<file path="config.mk">
export PLATFORM = sky130hd
export DESIGN_NAME = chxy_prep
export DESIGN_NICKNAME = d
export VERILOG_FILES = /design/src/hw/rtl/chxy_pkg.sv /design/src/hw/rtl/chxy_prep.sv
export SDC_FILE = /design/constraint.sdc
export NUM_CORES = 1
export LEC_CHECK = 0
export ABC_AREA = 1
export BUFFER_PORTS_ARGS = -buffer_cell sky130_fd_sc_hd__clkbuf_2
export CAP_MARGIN = 10
export CORE_MARGIN = 5
export CORE_UTILIZATION = 30
export CTS_CLUSTER_DIAMETER = 60
export DETAILED_ROUTE_END_ITERATION = 6
export PLACE_DENSITY = 0.56
export SLEW_MARGIN = 0
export SYNTH_ARGS = -nofsm -noshare
export SYNTH_HDL_FRONTEND = slang
export SYNTH_SLANG_ARGS = --single-unit
</file>
<file path="constraint.sdc">
create_clock -name clk -period 6.73 [get_ports clk]
set_input_delay 0 -clock clk [delete_from_list [all_inputs] [get_ports clk]]
set_output_delay 0 -clock clk [all_outputs]
set_load 0.005 [all_outputs]
</file>
<file path="src/hw/rtl/chxy_pkg.sv">
// Package for the compass heading block: widths, fixed-point formats,
// register codes, the arctangent table and the shared struct types.
// No dependencies.
package chxy_pkg;

  // Number of CORDIC micro-rotations, capped by the table length
  localparam int ANGLE_STEPS = 16;
  localparam int TABLE_LEN   = 24;
  localparam int NUM_STEPS   = (ANGLE_STEPS < TABLE_LEN) ? ANGLE_STEPS : TABLE_LEN;
  localparam int SHIFT_W     = $clog2(TABLE_LEN);

  // Field and datapath widths
  localparam int RD_W      = 13;  // raw reading and offset
  localparam int DIFF_W    = 14;  // reading minus offset, exact
  localparam int FRAC_BITS = 16;  // vector is carried in Q16
  localparam int VEC_W     = 33;  // holds Q16 vector plus CORDIC gain
  localparam int ANGLE_W   = 32;  // binary angle, 2^32 units per turn
  localparam int HEAD_W    = 15;  // heading in 1/64 degree
  localparam int PROD_W    = ANGLE_W + HEAD_W;

  // Headings in 1/64 degree
  localparam logic [HEAD_W-1:0] FULL_TURN     = 15'd23040;
  localparam logic [HEAD_W-1:0] HEAD_ZERO     = 15'd0;
  localparam logic [HEAD_W-1:0] HEAD_QUARTER  = 15'd5760;
  localparam logic [HEAD_W-1:0] HEAD_HALF     = 15'd11520;
  localparam logic [HEAD_W-1:0] HEAD_3QUARTER = 15'd17280;

  localparam logic [ANGLE_W-1:0] ANGLE_ZERO = 32'h0000_0000;
  localparam logic [ANGLE_W-1:0] ANGLE_HALF = 32'h8000_0000;

  // Configuration port
  localparam int ADDR_W  = 3;
  localparam int DATA_W  = 32;
  localparam int REG_LSB = 2;

  typedef enum logic [0:0] {
    REG_X_OFFSET = 1'b0,
    REG_Y_OFFSET = 1'b1
  } reg_idx_t;

  typedef logic [ANGLE_W-1:0] angle_t;

  // Hard-iron offsets
  typedef struct packed {
    logic signed [RD_W-1:0] x_offset;
    logic signed [RD_W-1:0] y_offset;
  } cfg_t;

  // One item in flight through the rotation stages
  typedef struct packed {
    logic signed [VEC_W-1:0] x;
    logic signed [VEC_W-1:0] y;
    angle_t                  z;
    logic                    fixed;          // axis or zero vector
    logic [HEAD_W-1:0]       fixed_heading;  // heading used when fixed
  } vec_t;

  // atan(2^-i) in binary angle units, rounded
  function automatic angle_t atan_entry(input logic [SHIFT_W-1:0] i);
    angle_t r;
    case (i)
      5'd0:    r = 32'h20000000;
      5'd1:    r = 32'h12E4051E;
      5'd2:    r = 32'h09FB385B;
      5'd3:    r = 32'h051111D4;
      5'd4:    r = 32'h028B0D43;
      5'd5:    r = 32'h0145D7E1;
      5'd6:    r = 32'h00A2F61E;
      5'd7:    r = 32'h00517C55;
      5'd8:    r = 32'h0028BE53;
      5'd9:    r = 32'h00145F2F;
      5'd10:   r = 32'h000A2F98;
      5'd11:   r = 32'h000517CC;
      5'd12:   r = 32'h00028BE6;
      5'd13:   r = 32'h000145F3;
      5'd14:   r = 32'h0000A2FA;
      5'd15:   r = 32'h0000517D;
      5'd16:   r = 32'h000028BE;
      5'd17:   r = 32'h0000145F;
      5'd18:   r = 32'h00000A30;
      5'd19:   r = 32'h00000518;
      5'd20:   r = 32'h0000028C;
      5'd21:   r = 32'h00000146;
      5'd22:   r = 32'h000000A3;
      5'd23:   r = 32'h00000051;
      default: r = ANGLE_ZERO;
    endcase
    return r;
  endfunction

endpackage

</file>
<file path="src/hw/rtl/chxy_prep.sv">
// Front stage: subtract offsets, flag axis and zero vectors, fold the
// vector into the right half plane. Depends on chxy_pkg.
module chxy_prep import chxy_pkg::*; (
  input  logic                   clk,
  input  logic                   rst,
  input  logic                   en,
  input  logic                   in_valid,
  input  logic signed [RD_W-1:0] x_reading,
  input  logic signed [RD_W-1:0] y_reading,
  input  cfg_t                   cfg,
  output logic                   out_valid,
  output vec_t                   out_vec
);

  logic signed [DIFF_W-1:0] dx;
  logic signed [DIFF_W-1:0] dy;
  logic signed [VEC_W-1:0]  ex;
  logic signed [VEC_W-1:0]  ey;
  vec_t                     vec_next;

  assign dx = DIFF_W'(x_reading) - DIFF_W'(cfg.x_offset);
  assign dy = DIFF_W'(y_reading) - DIFF_W'(cfg.y_offset);
  assign ex = VEC_W'(dx) <<< FRAC_BITS;
  assign ey = VEC_W'(dy) <<< FRAC_BITS;

  // Negate a left-half vector and start the angle at half a turn
  always_comb begin
    if (dx < 0) begin
      vec_next.x = -ex;
      vec_next.y = -ey;
      vec_next.z = ANGLE_HALF;
    end else begin
      vec_next.x = ex;
      vec_next.y = ey;
      vec_next.z = ANGLE_ZERO;
    end
    // On an axis the heading is known outright
    if (dy == 0) begin
      vec_next.fixed         = 1'b1;
      vec_next.fixed_heading = (dx < 0) ? HEAD_HALF : HEAD_ZERO;
    end else if (dx == 0) begin
      vec_next.fixed         = 1'b1;
      vec_next.fixed_heading = (dy > 0) ? HEAD_QUARTER : HEAD_3QUARTER;
    end else begin
      vec_next.fixed         = 1'b0;
      vec_next.fixed_heading = HEAD_ZERO;
    end
  end

  // Register the item when the pipeline advances
  always_ff @(posedge clk) begin
    if (rst) begin
      out_valid <= 1'b0;
    end else if (en) begin
      out_valid <= in_valid;
    end
  end

  always_ff @(posedge clk) begin
    if (en) begin
      out_vec <= vec_next;
    end
  end

endmodule

</file>
==> Word level (Yosys, flattened, before mapping) <==
Index checks and enable logic that the tools add are counted.
{ "op_classes": {"addsub": 4, "order_cmp": 2, "n_mux": 5, "reduce_logical": 2} }
{ "op_table": {"columns": ["op", "n"], "rows": [
  ["$mux 98", 1],
  ["$neg 30->33", 2],
  ["$logic_not 32->1", 2],
  ["$mux 15", 2],
  ["$sub 13x13->14", 2],
  ["$mux 16", 1],
  ["$gt 14x1->1 const B", 1],
  ["$lt 14x1->1 const B", 1],
  ["$mux 14", 1]
]} }
{ "totals": {"regBits": 115, "in_bits": 56, "output_inout_bits": 115, "wordCells": 21} }

==> Longest topological paths before layout <==
Gate-level depths: netlist of the first run.
{ "depth": {"word_depth": 5, "mapped_depth": 20, "ltp_nobuf": 19} }

==> Worst setup path after synthesis of the first run <==
OpenSTA, ideal clock, no wires.
{ "synth_path": {"path_kind": "in2reg", "startpoint": "input port y_reading[0]", "endpoint": "register out_vec[10] (netlist bit), data pin", "setup_ns": 0.255, "arrival_time_ns": 2.151, "required_time_ns": 6.475, "slack_ns": 4.324, "path_stages": 18, "path_buffers": 0, "cell_sequence": "inv_1 > ha_1 > inv_1 > fa_1 > inv_1 > ha_1 > inv_1 > nor2_1 > nand3_1 > nor2_1 > nand3_1 > nor2_1 > nand3_1 > nor3_1 > ha_1 > nor2_1 > nand3_1 > nand2_1"} }
{ "synth_rtl": {"columns": ["element", "line", "text"], "rows": [
  ["start: declaration", "chxy_prep.sv:9", "input logic signed [RD_W-1:0] y_reading,"],
  ["end signal: assignment", "chxy_prep.sv:61", "out_vec <= vec_next;"],
  ["end: declaration", "chxy_prep.sv:12", "output vec_t out_vec"]
]} }

==> flow_summary_export.csv, run 1 <==
group,metric,value,unit
route,wl_met3,785,um
pwr,p_seq_frac,0.385,
pwr,p_clk_frac,0.243,
critical_path,cpMaxStageDelayCell,"fa_1",
sta,slew_violations,0,
route,firstDrtPassIters,4,
sta,tns,0,ns
floorplanning,die_y,132,um
route,wl_per_cell,10.4,um
sta,setup_violations,0,
outcome,status,"complete, no violations",
route,postRouteAntennaNets,0,
cts,cts_buffers,5,
global_route,antenna_found_initial,0,
synthesis,synth_area_per_cell,6.87,um2
floorplanning,fp.coreArea,0.0145,mm2
final_layout,drive_above_1_share,0.164,
global_route,grt_util_all_layers,0.109,
critical_path,r2r_cells,3,
cts,clk_transition_reported_paths,0.06,ns
cts,clk_latency,0.28,ns
floorplanning,die_w,132,um
final_layout,layout_commonest_cell,"nand2_1",
sta,finalCriticalPeriod,2.46,ns
critical_path,crit_type,"primary input to flop",
cts,cts.root.buffer_cell,"clkbuf_16",
floorplanning,start_util,0.305,
final_layout,fillCellCount,1643,
critical_path,crit_required,6.77,ns
critical_path,cp-start-kind,"primary input",
floorplanning,dieArea,0.0173,mm2
synthesis,synth-edff-count,42,
synthesis,yosysSeqAreaShare,0.289,
critical_path,worstPathArrival,2.50,ns
final_layout,syn2layout_area_growth,12.9,%
critical_path,cp-end-kind,"flop",
hold_path,hold_depth,3,
cts,hold_buffers,2,
global_route,grt_start_max_net_pins,44,
synthesis,yosysWarnings,0,
job,cap_viol_max_count,0,
synthesis,ys_ff_latch,43,
pwr,p_leak,2.89,nW
final_layout,diodes,0,
synthesis,ys_types,28,
sta,period_share,0.366,
final_layout,layout_common_cells,"201 x nand2_1, 119 x inv_1, 100 x clkbuf_2, 72 x conb_1, 57 x nand3_1",
critical_path,cpPeakStageDelay,0.48,ns
sta,rsz0062_at_grt,"false",
synthesis,async_reset_ff_frac,0,
route,wl_met1,5.09,mm
cts,clockBufferDepth,2,
sta,holdWs,0.166,ns
pwr,p_sw,0.320,mW
route,wl_met2,3.74,mm
hold_path,hp-class,"primary input to flop",
cts,post_cts_resized,0,
sta,slew_headroom,0.291,
route,via_count,3837,
synthesis,synth_area,0.00444,mm2
critical_path,worstPathMaxFanout,4,
pwr,peakVddDrop,0.0868,mV
cts,htreeDepth,2,
final_layout,nets,837,
sta,fin_skew,0,ns
global_route,grt_pass1_vias,3470,
cts,cts_setup_buffers,0,
placed_design,io_buffers,100,
pwr,p_int,0.618,mW
placed_design,place_congestion,0.847,
global_route,overflow,0,
global_route,grt_pass1_wl,16.1,mm
pwr,comb_power_share,0.372,
placed_design,dp_hpwl,8.49,mm
route,top_layer,"met4",
route,drc,0,
pwr,sw_frac_of_total,0.341,
route,drtIter0Drc,161,
floorplanning,rows,44,
route,wl,9.71,mm
synthesis,synthCells,646,
floorplanning,io-pin-count,171,
synthesis,yosys_most_used_dff,"edfxtp_1",
route,vias_per_cell,4.11,
sta,tightestPinTransition,1.06,ns
critical_path,cp_cell_sequence,"clkbuf_2 > inv_1 > ha_1 > inv_1 > fa_1 > inv_1 > ha_1 > inv_1 > nor2_1 > nand3_1 > nor2_1 > nand3_1 > nor2_1 > nand3_1 > nor3_1 > ha_1 > nor2_1 > nand3_1 > nand2_1",
sta,hold_viol,0,
sta,clock.fmax,406,MHz
cts,cts_tree,"done",
pwr,pwr_density_cell,187,mW/mm2
cts,clkSinkCount,43,
==> power by group through the flow <==
stage	Sequential [mW]	Combinational [mW]	Clock (mW)
2_1_floorplan	0.372	0.264	0
3_3_place_gp	0.368	0.349	0
3_5_place_dp	0.368	0.352	0
4_1_cts	0.362	0.354	0.236
5_1_grt	0.366	0.406	0.247
6_report	0.361	0.349	0.229
==> per-stage QoR <==
step	util	instances	area [um2]	total power, mW	setup WS (ns)
2_1_floorplan	-	717	4710	0.636	4.32
3_3_place_gp	0.334	924	4850	0.717	4.04
3_5_place_dp	0.334	924	4850	0.720	3.96
6_report	0.345	934	5010	0.939	4.27
5_1_grt	0.345	934	5010	1.02	3.89
4_1_cts	0.345	934	5010	0.952	4.25
==> path summary, 6_finish.rpt <==
check	from	to	slack, ns
setup / recovery	y_reading[0]	out_vec[10]	4.27
hold / removal	cfg[13]	out_vec[97]	0.17
setup reg to reg	out_valid	out_valid	5.59
hold reg to reg	out_valid	out_valid	1.05
==> kinds of logic after synthesis <==
kind of cell,Yosys count,synth area share
xor+xnor,19,0.0375
flops,43,0.289
compound gates,18,0.0217
buf+inv,197,0.234
fa+ha+maj,32,0.0936
mux,1,0.00225
simple gates,335,0.322
other cells,1,0.000845
==> worst max-delay path: cells and delay by family <==
family | cells | cell delay (ns)
adder cells (fa/ha/maj) | 4 | 1.00
buffers and inverters | 5 | 0.37
AND/OR/NAND/NOR | 10 | 1.13
==> Yosys cell counts (all sizes together), types with 2 or more instances <==
cell type	count	area [um2]
nand2	209	805
inv	120	450
buf	77	587
nand3	59	305
nor2	47	186
edfxtp	42	1260
ha	30	375
a21oi	11	55.1
nand4	10	62.6
xor2	10	87.6
xnor2	9	78.8
nor3	6	41.3
o21ai	4	20.0
nand3b	3	22.5
fa	2	40.0
o21bai	2	15.0
==> metal layers <==
layer	GRT usage	vias up
met2	0.153	135
li1	-	2070
met4	0.0274	0
met1	0.168	1625
met3	0.0218	7
met5	0	-
==> registers in the layout, summed over array words and instances, names as in the netlist <==
name,cells
out_valid,1
out_vec,42
==> cell type report <==
type	instances	area, um2	area share
clock buffers	6	129	0.0257
clock inverters	2	12.5	0.00250
inverters	120	450	0.0899
multi-input cells	477	2390	0.476
flip-flops and latches	43	1280	0.256
well taps	184	230	0.0459
repair buffers	102	520	0.104
Note: power is estimated with default switching activity, not from simulation.
==> run 2: changes to the inputs <==
Settings changed: ABC_AREA 1 to 0, PLACE_DENSITY 0.56 to 0.6.
Clock period 6.73 ns to 2.17 ns, I/O delays scaled along.
==> run 2 against run 1 <==
  * Worst hold slack better by 0.050 ns
  * Combinational power grew to 4.8 times the previous value
  * Global-route usage increased by 1.4 points
  * Core utilization is 10 points higher
  * Synthesized cell count is 33% lower
  * Clock skew did not move
  * Routed wire length up 6.9%
  * Area after synthesis decreased by 9.3%
  * Clock-buffer cell count shrank 1
  * Setup slack worse by 4.8 ns
  * Total power increased to 3.9 times the previous value
  * The flow now finishes with violations (setup timing)
==> flow_summary_export.csv, run 2 <==
group,metric,value,unit
placed_design,io_buffers,100,
sta,slew_headroom,0.590,
synthesis,synth_area_per_cell,9.32,um2
synthesis,ys_types,66,
synthesis,synth-simple-area-share,0.161,
global_route,grt_pass1_vias,3562,
synthesis,synth_area_leader_cell,"edfxtp_1",
sta,setup_slack,-0.523,ns
sta,tns,-4.06,ns
route,drc,0,
critical_path,worstPathArrival,2.73,ns
global_route,grt_pass1_wl,16.4,mm
sta,rsz0062_at_grt,"true",
sta,period_share,1.24,
final_layout,layout_common_cells,"98 x clkbuf_2, 90 x buf_4, 72 x conb_1, 42 x edfxtp_1, 28 x inv_1",
cts,clk_transition_reported_paths,0.06,ns
floorplanning,die_w,126,um
synthesis,yosysMostFrequentCell,"buf_4",
sta,clock.fmax,371,MHz
floorplanning,io-pin-count,171,
final_layout,fillCellCount,1251,
global_route,grt_start_max_net_pins,26,
pwr,sw_frac_of_total,0.321,
critical_path,crit_required,2.21,ns
route,firstDrtPassIters,6,
pwr,fin_total_pwr,3.67,mW
pwr,peakVddDrop,0.340,mV
final_layout,layout_commonest_cell,"clkbuf_2",
cts,clk_latency,0.28,ns
pwr,p_sw,1.18,mW
pwr,comb_power_share,0.451,
sta,fin_skew,0,ns
route,wl,10.4,mm
cts,cts_buffers,5,
synthesis,synthCells,432,
synthesis,ys_ff_latch,43,
final_layout,top_register,"out_vec",
floorplanning,die_y,126,um
final_layout,diodes,0,
route,drtIter0Drc,120,
final_layout,syn2layout_area_growth,47.2,%
hold_path,hp-class,"primary input to flop",
critical_path,crit_type,"primary input to flop",
synthesis,synth_area_leaders,"edfxtp_1 31%, buf_4 13%, ha_1 9.3%",
route,wl_per_cell,12.9,um
sta,holdWs,0.216,ns
sta,tightestPinTransition,0.616,ns
cts,clkSinkCount,43,
synthesis,yosys_most_used_dff,"edfxtp_1",
synthesis,synth-xor-area-share,0.0914,
critical_path,worstPathMaxFanout,3,
outcome,violations,"setup timing",
final_layout,post-route-util,0.449,
critical_path,cp-start-kind,"primary input",
pwr,p_seq_frac,0.315,
cts,clockBufferDepth,2,
pwr,p_leak,2.72,nW
critical_path,cp-end-kind,"flop",
synthesis,synth_top_family_by_area,"buffers and inverters",
sta,setup_violations,15,
synthesis,synth_top_area_share,0.313,
global_route,grt_util_all_layers,0.122,
pwr,p_clk_frac,0.233,
synthesis,synth_area,0.00403,mm2
route,postRouteAntennaNets,0,
cts,cts.root.buffer_cell,"clkbuf_16",
pwr,pwr_density_cell,619,mW/mm2
global_route,overflow,0,
route,vias_per_cell,4.42,
final_layout,nets,718,
final_layout,largest_reg_flops,42,
cts,htreeDepth,2,
sta,finalCriticalPeriod,2.69,ns
synthesis,yosysSeqAreaShare,0.318,
global_route,antenna_found_initial,0,
sta,hold_viol,0,
synthesis,yosys-top-cells-count,"72 x buf_4, 42 x edfxtp_1, 34 x inv_1, 32 x xnor2_1, 30 x ha_1",
synthesis,synth-edff-count,42,
sta,slew_violations,0,
synthesis,async_reset_ff_frac,0,
floorplanning,rows,42,
floorplanning,dieArea,0.0158,mm2
route,via_count,3564,
floorplanning,fp.coreArea,0.0132,mm2
cts,cts_tree,"done",
job,cap_viol_max_count,0,
synthesis,yosysWarnings,0,
synthesis,synth.area.mux_share,0.00249,
synthesis,synthAdderAreaFrac,0.103,
final_layout,reg_top3,"out_vec (42), out_valid (1)",
pwr,p_int,2.49,mW
placed_design,dp_hpwl,8.52,mm
floorplanning,start_util,0.305,
final_layout,drive_above_1_share,0.453,
placed_design,place_congestion,0.859,
synthesis,synth_compound_area_frac,0.142,
outcome,status,"complete, but fails checks",
-- run 2: worst max-delay path, cell delays in order --
cell and delay, ns:
clkbuf_2 0.11, ha_1 0.28, nor2b_1 0.15, o31a_1 0.28
o31a_1 0.29, a21oi_2 0.19, xnor2_2 0.11, o21bai_4 0.15
and3_4 0.19, and4_4 0.23, ha_4 0.15, nor2b_4 0.04
and4_1 0.14, a31o_1 0.22, or2_1 0.20
-- run 2: metrics by stage --
stage	instance area, um2	setup slack [ns]	std cells
3_3_place_gp	5260	-0.966	783
2_1_floorplan	4510	-0.651	503
3_5_place_dp	5260	-1.06	783
5_1_grt	5930	-0.647	807
4_1_cts	5710	-0.507	801
6_report	5930	-0.523	807
-- run 2: logic make-up (layout without fill, tap and decap cells) --
group           after synthesis  count (layout)
xor+xnor                     42              42
mux                           1               1
flops                        43              43
other cells                   1              72
simple gates                117             117
compound gates               81              81
buf+inv                     115             243
fa+ha+maj                    32              32
-- run 2: layout make-up --
class,count,area (um2),area share
clock buffers,5,125,0.0211
clock inverters,3,46.3,0.00781
inverters,35,161,0.0272
multi-input cells,345,2770,0.467
flip-flops and latches,43,1280,0.216
well taps,176,220,0.0372
repair buffers,200,1330,0.224
-- run 2: routing by layer --
metal	track usage	vias to the layer above	part of all wire
met5	0	-	0
li1	-	1771	-
met3	0.0279	8	0.079
met4	0.0259	0	0.0086
met2	0.206	142	0.46
met1	0.162	1643	0.45
-- run 2: final timing paths --
| kind | startpoint | end | slack (ns) | depth (start not counted) |
|---|---|---|---|---|
| max | y_reading[1] | out_vec[8] | -0.52 | 15 |
| min | cfg[13] | out_vec[97] | 0.22 | 3 |
| max reg2reg | out_valid | out_valid | 1.05 | 3 |
| min reg2reg | out_valid | out_valid | 1.04 | 3 |
-- run 2: power groups by stage --
stage                     clock network [mW]  logic (mW)  registers [mW]
final                                  0.855        1.66            1.16
after global routing                   0.902        1.81            1.17
after CTS                              0.876        1.56            1.16
after detailed placement                   0        1.44            1.18
after global placement                     0        1.41            1.17
after floorplan                            0       0.870            1.18
-- run 2: what timing repair did --
action | in CTS | in global routing
resized for setup | 34 | 35
setup buffers | 9 | 10
setup endpoints to repair | 25 | 30
pin swaps | 19 | 20
hold endpoints to repair | 1 | 0
hold buffers | 2 | 0
==> run 3: changes to the inputs <==
Settings changed: BUFFER_PORTS_ARGS -buffer_cell sky130_fd_sc_hd__clkbuf_2 to -buffer_cell sky130_fd_sc_hd__buf_2.
==> run 3 against run 2 <==
  * The flow still finishes with violations (setup timing)
  * Worst hold slack worse by 0.11 ns
  * Via count is 2.9% higher
  * First-iteration DRC count is 42% higher
  * Combinational power is 9.6% higher
  * Cell count is 1.9% higher
  * Global-route usage is 0.35 points higher
  * Total power is 0.54% higher
  * Cell area is 4.2% higher
  * Non-clock buffer count is 15 higher
==> flow_summary_export.csv, run 3 (synthesized netlist as in run 2, its figures left out) <==
group,metric,value,unit
pwr,p_leak,2.79,nW
pwr,peakVddDrop,0.280,mV
sta,slew_violations,0,
final_layout,nets,733,
floorplanning,dieArea,0.0158,mm2
critical_path,r2r_slack,1.03,ns
cts,clk_latency,0.27,ns
global_route,grt_start_max_net_pins,21,
critical_path,r2r-start,"out_valid",
route,via_count,3666,
sta,clock.fmax,378,MHz
hold_path,min_from,"en",
placed_design,io_buffers,100,
global_route,grt_pass1_vias,3686,
cts,cts_buffers,5,
sta,setup_slack,-0.474,ns
floorplanning,fp.coreArea,0.0132,mm2
hold_path,hold_depth,1,
critical_path,crit_required,2.33,ns
route,drtIter0Drc,170,
route,postRouteAntennaNets,0,
route,vias_per_cell,4.46,
sta,holdWs,0.101,ns
cts,htreeDepth,2,
route,wl_per_cell,13.3,um
final_layout,drive_above_1_share,0.494,
job,cap_viol_max_count,0,
route,wl,10.9,mm
floorplanning,die_w,126,um
final_layout,largest_reg_flops,42,
sta,rsz0062_at_grt,"true",
global_route,grt_pass1_wl,16.8,mm
floorplanning,io-pin-count,171,
critical_path,cp-start-kind,"primary input",
route,firstDrtPassIters,4,
floorplanning,die_y,126,um
final_layout,diodes,0,
hold_path,holdPathEnd,"out_vec[14]",
critical_path,worstPathArrival,2.81,ns
outcome,status,"complete, but fails checks",
sta,fin_skew,0,ns
pwr,pwr_density_cell,597,mW/mm2
sta,period_share,1.22,
critical_path,cp-end-kind,"flop",
cts,cts_tree,"done",
global_route,grt_util_all_layers,0.126,
sta,setup_violations,21,
sta,finalCriticalPeriod,2.64,ns
floorplanning,start_util,0.305,
final_layout,post-route-util,0.468,
placed_design,dp_hpwl,8.74,mm
final_layout,fin_area,0.00618,mm2
global_route,antenna_found_initial,0,
cts,clk_transition_reported_paths,0.07,ns
sta,hold_viol,0,
placed_design,place_ws,-1.10,ns
hold_path,hp-class,"primary input to flop",
cts,clkSinkCount,43,
critical_path,r2r_cells,3,
critical_path,worstPathMaxFanout,3,
final_layout,layout_common_cells,"97 x buf_4, 95 x buf_2, 72 x conb_1, 42 x edfxtp_1, 27 x inv_1",
final_layout,syn2layout_area_growth,53.4,%
critical_path,crit_type,"primary input to flop",
critical_path,worstReg2RegEnd,"out_valid",
final_layout,reg_top3,"out_vec (42), out_valid (1)",
outcome,violations,"setup timing",
placed_design,place_congestion,0.844,
cts,cts.root.buffer_cell,"clkbuf_16",
floorplanning,rows,42,
placed_design,dpl_cell_area,0.00529,mm2
route,drc,0,
final_layout,layout_commonest_cell,"buf_4",
global_route,overflow,0,
cts,clockBufferDepth,2,
final_layout,top_register,"out_vec",
pwr,fin_total_pwr,3.69,mW
run 3: cell types whose count changed in the layout (fill, tap and decap cells not counted), sizes merged:
| cell | previous run | this run |
|---|---|---|
| buf | 99 | 213 |
| bufinv | 1 | 0 |
| clkbuf | 104 | 6 |
run 3: metrics by stage:
stage          cells  setup TNS, ns
2_1_floorplan    503          -3.08
3_3_place_gp     787         -13.67
3_5_place_dp     787         -16.15
4_1_cts          810          -4.06
5_1_grt          822          -6.70
6_report         822          -4.12
run 3: area by class of cell:
class | count | area, um2
clock buffer | 6 | 129
tap | 176 | 220
timing repair buffer | 215 | 1490
clock inverter | 2 | 12.5
multi-input combinational | 345 | 2880
sequential | 43 | 1280
fill | 1236 | 7010
inverter | 35 | 156
run 3: what timing repair did:
item	4_1_cts	5_1_grt
setup endpoints to repair	24	32
setup buffers	18	16
pin swaps	40	32
hold buffers	2	0
endpoints found under the hold margin	1	0
resized for setup	49	65
run 3: routing by layer:
layer,track usage,vias up,wire (um)
met1,0.167,1690,4780
li1,-,1805,-
met2,0.216,160,5180
met3,0.0216,11,820
met4,0.0278,0,123
met5,0,-,0
run 3: worst max path at each step:
stage | from | to | slack, ns
3_5_place_dp | x_reading[0] | out_vec[8] | -1.10
6_report | x_reading[0] | out_vec[8] | -0.47
2_1_floorplan | x_reading[0] | out_vec[8] | -0.65
4_1_cts | y_reading[0] | out_vec[8] | -0.52
3_3_place_gp | x_reading[0] | out_vec[8] | -0.96
5_1_grt | x_reading[0] | out_vec[8] | -0.63
run 3: where the power goes:
part	leakage, nW	internal (mW)	switching (mW)
sequential	0.416	1.11	0.0438
combinational	2.31	0.939	0.876
clock	0.0669	0.424	0.298
run 3: critical path, cell delays in order:
cell	delay [ns]
buf_8	0.08
inv_8	0.03
ha_4	0.14
fa_2	0.36
nor2b_4	0.16
o2111ai_4	0.17
a31oi_4	0.28
xnor2_2	0.15
nand4_1	0.17
nor2_2	0.20
nand3_2	0.13
nor4_4	0.14
ha_2	0.21
nor2b_4	0.17
and4_1	0.18
a31o_1	0.14
or2_1	0.09
